`src/hdl/ursc_pkg.sv`:
```
`default_nettype none

package ursc_pkg;

	localparam int unsigned TRIG_W = 3;

	localparam logic [31:0] ECHO_MIN_RST = 32'd200000;
	localparam logic [31:0] ECHO_MAX_RST = 32'd20000000;
	localparam logic [15:0] PERIOD_RST   = 16'd250;
	localparam logic [31:0] SCALE_RST    = 32'd73015;
	localparam logic        LINK_OK_RST  = 1'b0;

	// shortest usable slot: start tick, trigger drop tick, read tick
	localparam logic [15:0] MIN_PERIOD = 16'd3;

	typedef enum logic [2:0] {
		REG_ECHO_MIN = 3'd0,
		REG_ECHO_MAX = 3'd1,
		REG_PERIOD   = 3'd2,
		REG_SCALE    = 3'd3,
		REG_LINK_OK  = 3'd4
	} cfg_reg_t;

	// per-request control decided at acceptance
	typedef struct packed {
		logic              start;
		logic [TRIG_W-1:0] trig;
		logic [1:0]        active;
		logic              read;
		logic              last;
		logic              ok;
		logic              in_range;
	} ctrl_t;

endpackage

`default_nettype wire

```
`src/hdl/ultrasonic_ranging_scan_sequencer.sv`:
```
// Scan sequencer for a ring of ultrasonic rangers. Every request is one timer tick
// carrying the capture status and echo time; every request yields exactly one result.
// Tick 1 of a slot raises start_capture and the active sensor's trigger line, the
// slot's last tick (period_ticks, at least 3) turns the echo into a distance in cm
// ((echo_ns * scale_q32) >> 32, saturated to 16 bits, 0 when outside
// [echo_min_ns, echo_max_ns] or when the capture failed) and after the last sensor a
// frame with all distances, error flags and link_ok is presented. One request is
// taken per clock cycle while the output is not stalled by out_ready; a result passes
// through the input stage and then the result register, with the 32x32 echo-times-scale
// multiplier between them. Configuration writes are meant for an idle block.
`default_nettype none

module ultrasonic_ranging_scan_sequencer #(
	parameter int unsigned SENSOR_COUNT = 3
) (
	input  wire logic        clk,
	input  wire logic        arst_n,

	input  wire logic        cfg_we,
	input  wire logic [2:0]  cfg_index,
	input  wire logic [31:0] cfg_data,

	input  wire logic        in_valid,
	output logic             in_ready,
	input  wire logic        capture_ok,
	input  wire logic [31:0] echo_ns,

	output logic             out_valid,
	input  wire logic        out_ready,
	output logic [2:0]       trigger_lines,
	output logic             start_capture,
	output logic [1:0]       active_sensor,
	output logic             frame_valid,
	output logic             frame_link_ok,
	output logic [15:0]      dist_center,
	output logic [15:0]      dist_left,
	output logic [15:0]      dist_right,
	output logic [2:0]       capture_errors
);

	localparam int unsigned SEL_W = (SENSOR_COUNT > 1) ? $clog2(SENSOR_COUNT) : 1;
	localparam int unsigned TW    = ursc_pkg::TRIG_W;
	localparam logic [2:0]  LAST3 = 3'(SENSOR_COUNT - 1);
	localparam logic [1:0]  LAST_ACT = LAST3[1:0];

	// configuration registers
	logic [31:0] echo_min_q, echo_max_q, scale_q;
	logic [15:0] period_q;
	logic        link_ok_q;

	always_ff @(posedge clk or negedge arst_n) begin
		if (!arst_n) begin
			echo_min_q <= ursc_pkg::ECHO_MIN_RST;
			echo_max_q <= ursc_pkg::ECHO_MAX_RST;
			period_q   <= ursc_pkg::PERIOD_RST;
			scale_q    <= ursc_pkg::SCALE_RST;
			link_ok_q  <= ursc_pkg::LINK_OK_RST;
		end else if (cfg_we) begin
			unique case (ursc_pkg::cfg_reg_t'(cfg_index))
				ursc_pkg::REG_ECHO_MIN: echo_min_q <= cfg_data;
				ursc_pkg::REG_ECHO_MAX: echo_max_q <= cfg_data;
				ursc_pkg::REG_PERIOD:   period_q   <= cfg_data[15:0];
				ursc_pkg::REG_SCALE:    scale_q    <= cfg_data;
				ursc_pkg::REG_LINK_OK:  link_ok_q  <= cfg_data[0];
				default: ;
			endcase
		end
	end

	// handshake
	logic v_s1, out_valid_q, adv_out, adv_s1, accept;

	assign adv_out  = !out_valid_q || out_ready;
	assign adv_s1   = v_s1 && adv_out;
	assign in_ready = !v_s1 || adv_out;
	assign accept   = in_valid && in_ready;

	// slot sequencing, decided at acceptance
	logic [15:0]      tick_q, tick_next, period_eff;
	logic [SEL_W-1:0] sensor_q;
	logic [2:0]       cur3;
	ursc_pkg::ctrl_t  ctrl_acc;

	assign tick_next  = tick_q + 16'd1;
	assign period_eff = (period_q < ursc_pkg::MIN_PERIOD) ? ursc_pkg::MIN_PERIOD : period_q;
	assign cur3       = 3'(sensor_q);

	always_comb begin
		ctrl_acc.start    = (tick_next == 16'd1);
		ctrl_acc.read     = !ctrl_acc.start && (tick_next >= period_eff);
		ctrl_acc.last     = (cur3 == LAST3);
		ctrl_acc.active   = cur3[1:0];
		ctrl_acc.ok       = capture_ok;
		ctrl_acc.in_range = (echo_ns >= echo_min_q) && (echo_ns <= echo_max_q);
		for (int g = 0; g < TW; g++)
			ctrl_acc.trig[g] = ctrl_acc.start && (g < SENSOR_COUNT) && (cur3 == 3'(g));
	end

	always_ff @(posedge clk or negedge arst_n) begin
		if (!arst_n) begin
			tick_q   <= '0;
			sensor_q <= '0;
		end else if (accept) begin
			if (ctrl_acc.read) begin
				tick_q   <= '0;
				sensor_q <= ctrl_acc.last ? '0 : sensor_q + SEL_W'(1);
			end else begin
				tick_q <= tick_next;
			end
		end
	end

	// input stage
	ursc_pkg::ctrl_t  ctrl_s1;
	logic [SEL_W-1:0] cur_s1;
	logic [31:0]      echo_s1;
	logic [2:0]       cur3_s1;

	always_ff @(posedge clk or negedge arst_n) begin
		if (!arst_n) begin
			v_s1 <= 1'b0;
		end else if (in_ready) begin
			v_s1 <= in_valid;
		end
	end

	always_ff @(posedge clk) begin
		if (accept) begin
			ctrl_s1 <= ctrl_acc;
			cur_s1  <= sensor_q;
			echo_s1 <= echo_ns;
		end
	end

	assign cur3_s1 = 3'(cur_s1);

	// distance conversion
	logic [63:0] prod;
	logic [15:0] dist_sat, dist_new;

	assign prod     = 64'(echo_s1) * 64'(scale_q);
	assign dist_sat = (|prod[63:48]) ? 16'hFFFF : prod[47:32];
	assign dist_new = (ctrl_s1.ok && ctrl_s1.in_range) ? dist_sat : 16'd0;

	// per-sensor results
	logic [15:0] dist_q [SENSOR_COUNT];
	logic        err_q  [SENSOR_COUNT];
	logic [15:0] frame_dist [TW];
	logic [TW-1:0] frame_err;

	for (genvar s = 0; s < SENSOR_COUNT; s++) begin : g_sensor
		always_ff @(posedge clk or negedge arst_n) begin
			if (!arst_n) begin
				dist_q[s] <= '0;
				err_q[s]  <= 1'b0;
			end else if (adv_s1 && ctrl_s1.read && (cur3_s1 == 3'(s))) begin
				dist_q[s] <= dist_new;
				err_q[s]  <= !ctrl_s1.ok;
			end
		end
	end

	// frame sees the slot finishing in this request too
	for (genvar g = 0; g < TW; g++) begin : g_frame
		if (g < SENSOR_COUNT) begin : g_on
			logic hit;
			assign hit           = ctrl_s1.read && (cur3_s1 == 3'(g));
			assign frame_dist[g] = hit ? dist_new : dist_q[g];
			assign frame_err[g]  = hit ? !ctrl_s1.ok : err_q[g];
		end else begin : g_off
			assign frame_dist[g] = '0;
			assign frame_err[g]  = 1'b0;
		end
	end

	// result register
	logic [2:0]  trig_q, errs_q;
	logic        start_q, fvalid_q, flink_q;
	logic [1:0]  act_q;
	logic [15:0] dcen_q, dleft_q, dright_q;
	logic        fv;

	assign fv = ctrl_s1.read && ctrl_s1.last;

	always_ff @(posedge clk or negedge arst_n) begin
		if (!arst_n) begin
			out_valid_q <= 1'b0;
		end else if (adv_out) begin
			out_valid_q <= v_s1;
		end
	end

	always_ff @(posedge clk) begin
		if (adv_s1) begin
			trig_q   <= ctrl_s1.trig;
			start_q  <= ctrl_s1.start;
			act_q    <= ctrl_s1.active;
			fvalid_q <= fv;
			flink_q  <= fv && link_ok_q;
			dcen_q   <= fv ? frame_dist[0] : 16'd0;
			dleft_q  <= fv ? frame_dist[1] : 16'd0;
			dright_q <= fv ? frame_dist[2] : 16'd0;
			errs_q   <= fv ? frame_err : 3'd0;
		end
	end

	assign out_valid      = out_valid_q;
	assign trigger_lines  = trig_q;
	assign start_capture  = start_q;
	assign active_sensor  = act_q;
	assign frame_valid    = fvalid_q;
	assign frame_link_ok  = flink_q;
	assign dist_center    = dcen_q;
	assign dist_left      = dleft_q;
	assign dist_right     = dright_q;
	assign capture_errors = errs_q;

	// checks
	a_frame_last: assert property (@(posedge clk) disable iff (!arst_n)
		(out_valid && frame_valid) |-> (active_sensor == LAST_ACT))
		else $error("frame presented outside the last sensor slot");

	a_start_frame: assert property (@(posedge clk) disable iff (!arst_n)
		out_valid |-> !(start_capture && frame_valid))
		else $error("capture start and frame in the same tick");

	a_trig: assert property (@(posedge clk) disable iff (!arst_n)
		out_valid |-> ($onehot0(trigger_lines) && ((trigger_lines == 3'd0) || start_capture)))
		else $error("trigger lines not a single pulse with start");

	a_no_frame_zero: assert property (@(posedge clk) disable iff (!arst_n)
		(out_valid && !frame_valid) |->
			(dist_center == 16'd0 && dist_left == 16'd0 && dist_right == 16'd0
			 && capture_errors == 3'd0 && !frame_link_ok))
		else $error("frame fields set without a frame");

endmodule

`default_nettype wire

```
`config.mk`:
```
export PLATFORM = sky130hd
export DESIGN_NAME = ultrasonic_ranging_scan_sequencer
export DESIGN_NICKNAME = d
export VERILOG_FILES = /design/src/hdl/ursc_pkg.sv /design/src/hdl/ultrasonic_ranging_scan_sequencer.sv
export SDC_FILE = /design/constraint.sdc
export NUM_CORES = 2
export LEC_CHECK = 0
export BUFFER_PORTS_ARGS = -buffer_cell sky130_fd_sc_hd__clkbuf_2
export CORE_MARGIN = 10
export CORE_UTILIZATION = 55
export CTS_CLUSTER_DIAMETER = 50
export DETAILED_ROUTE_END_ITERATION = 7
export GPL_TIMING_DRIVEN = 0
export PLACE_DENSITY = 0.81
export SYNTH_ARGS = -nofsm -noshare
export SYNTH_HDL_FRONTEND = slang
export SYNTH_SLANG_ARGS = --single-unit
export TNS_END_PERCENT = 50
```
`constraint.sdc`:
```
create_clock -name clk -period 11 [get_ports clk]
set_input_delay 0.55 -clock clk [delete_from_list [all_inputs] [get_ports clk]]
set_output_delay 0.55 -clock clk [all_outputs]
set_load 0.03 [all_outputs]
```
==> impl_metrics.toml <==
[setup_path]
cp_slowest_cell = "a211oi_1"
cpPeakStageDelay_ns = 1.04
critical_path_class = "reg -> reg"
r2r_start = "scale_q[12]"
crit_top_cell = "fa_1"
cp_top_family = "adder cells"
endpoint_kind = "flip-flop"
crit_fanout = 10
r2r_cells = 28
worstPathRequired_ns = 11.33
critPathLaunchType = "flip-flop"
crit_arrival_ns = 10.93
rr_endpoint = "dist_right[1]"
worst-path-buf-inv = 8
r2r_setup_slack_ns = 0.40

[sta]
fin_crit_ns = 10.60
hold_ws_ns = -0.0121
worst_pin_slew_ns = 1.41
clock-skew-final_ns = 0.0431
max_freq_mhz = 94.4
period_share = 0.963
hold_viol_final = 3
rsz0062_at_grt = "no"
setup_viol = 0
tns_ns = 0
slew_violations = 0
slew_headroom = 0.0521

[yosys]
synth_edf_count = 101
seq_area_frac_synth = 0.162
async_flop_share = 0.646
synthTopCellsByArea = "fa_1, and2_1, ha_1"
synthesis.nets = 6339
synth_ff_type = "dfrtp_1"
synth_top_area_cell = "fa_1"
avgSynthCellArea_um2 = 9.39
synth_area_mm2 = 0.0472
ys_warn_count = 0
yosys_register_bits = 285
post-synth-top-area-fraction = 0.379
postSynthCellCount = 5029
ys_types = 72

[grt]
antenna_found_initial = 18
overflow = 0
grt_pass1_vias = 39750
grt_pass1_wl_um = 244000
track_usage = 0.333
grt_max_degree = 113

[cells_and_area]
areaGrowthSynthToFinish_pct = 7.00
final_common_cell = "inv_1"
layout-drive-gt1-share = 0.0559
fillCellCount = 7236
layout.cells.most_common_list = "inv_1, fa_1, and2_1, nand2_1, ha_1"
layout.nets = 6506

[floorplanning]
io_pins = 134
die_h_um = 313
rows = 107
start_util = 0.555
core_mm2 = 0.0851
dieArea_mm2 = 0.0980
die_x_um = 313

[placed_design]
port_buffers = 133
place_hpwl_um = 132000
gp_congestion = 1.11

[clock_network]
ctsLongestPathBuffers = 3
cts.sinks = 285
post-cts-setup-buffer-count = 0
cts-buffers-inserted = 30
cts_root_buf = "clkbuf_16"
h-tree-depth = 1
cts_tree = "done"
clk_latency_ns = 0.62
postCtsHoldBufs = 0
postCtsResizedCells = 0
clk_transition_reported_paths_ns = 0.07

[detailed_routing]
routed-via-count = 38301
antenna_left = 0
post-route-drc-count = 0
vias_per_cell = 6.01
drt_iter0_markers = 4321
met1_length_um = 57400
dr.pass1.iters = 6
dr_wl_met3_um = 20300
wl_met2_um = 70400
highest_layer = "met5"
wl_per_cell_um = 25.5
routed_wl_um = 162000

[outcome]
status = "finished, violations left"
violations = "negative hold slack"

[hold_path]
hp-class = "in -> async"

[run]
maxCapViolations = 0
==> worst register-to-register path: cells and delay by family, from the launching register on <==
| kind | cells | cell delay (ns) |
|---|---|---|
| buf+inv | 8 | 1.86 |
| simple gates | 6 | 1.71 |
| flops | 1 | 0.64 |
| fa+ha+maj | 9 | 4.23 |
| compound gates | 5 | 1.90 |
==> state kept, by name (all words and copies together), names as in the netlist, 8 cells and up <==
| name | count |
|---|---|
| tick_q | 16 |
| echo_s1 | 32 |
| echo_min_q | 32 |
| period_q | 16 |
| echo_max_q | 32 |
| scale_q | 32 |
| dist_left | 16 |
| dist_right | 16 |
| ctrl_s1 | 8 |
| dist_center | 16 |
| dist_q | 48 |
==> per-layer routing <==
metal,track usage,up-vias
met5,0,-
met4,0.238,6
met3,0.0848,715
met2,0.503,2601
met1,0.414,19132
li1,-,15847
==> final cells by class <==
cell class	instances	area, µm²	area share
Multi-Input combinational cell	3502	34800	0.689
Sequential cell	285	7670	0.152
Inverter	966	3630	0.0717
Tap cell	1144	1430	0.0283
Buffer	276	1100	0.0217
Clock buffer	32	768	0.0152
Timing Repair Buffer	135	722	0.0143
Clock inverter	24	353	0.00698
Antenna cell	11	27.5	0.000545
==> cell usage after synthesis, types with 28 or more instances <==
library cell	number
dfrtp_1	154
nor2_1	80
a21oi_1	149
and2_1	687
nand2_1	592
mux2_2	40
dfstp_2	30
nand3_1	28
fa_1	895
a22oi_1	49
clkbuf_1	250
o21ai_0	203
nand4_1	47
nor3b_1	48
edfxtp_1	101
ha_1	342
inv_1	965
a21o_1	53
nor3_1	75
==> worst max path at each step <==
stage,from,endpoint,depth (start not counted)
2_1_floorplan,scale_q[8],dist_right[7],27
3_3_place_gp,scale_q[8],dist_right[1],25
3_5_place_dp,scale_q[8],dist_right[1],25
4_1_cts,scale_q[8],dist_right[1],25
5_1_grt,scale_q[12],dist_right[1],28
6_report,scale_q[12],dist_right[1],28
==> cell families after synthesis <==
kind of cell    Yosys count  share of synthesized area
simple gates           1624                      0.179
compound gates          558                     0.0709
buf+inv                1242                     0.0999
fa+ha+maj              1237                      0.470
mux                      43                     0.0102
xor+xnor                 40                    0.00742
flops                   285                      0.162
==> stage by stage <==
stage / setup slack [ns] / hold slack (ns) / util / cells / cell area (µm²)
after floorplan: 3.01 / 0.254 / - / 5029 / 47200
after global placement: 0.946 / 0.403 / 0.579 / 6306 / 49300
after detailed placement: 0.885 / 0.405 / 0.580 / 6308 / 49400
after CTS: 0.826 / 0.0149 / 0.593 / 6364 / 50500
after global routing: 0.201 / 0.0280 / 0.593 / 6366 / 50500
final: 0.402 / -0.0121 / 0.594 / 6375 / 50500
Power is left out: the tool's default activity adds up to more than one toggle a clock period on the data nets, which glitch-free logic cannot reach.
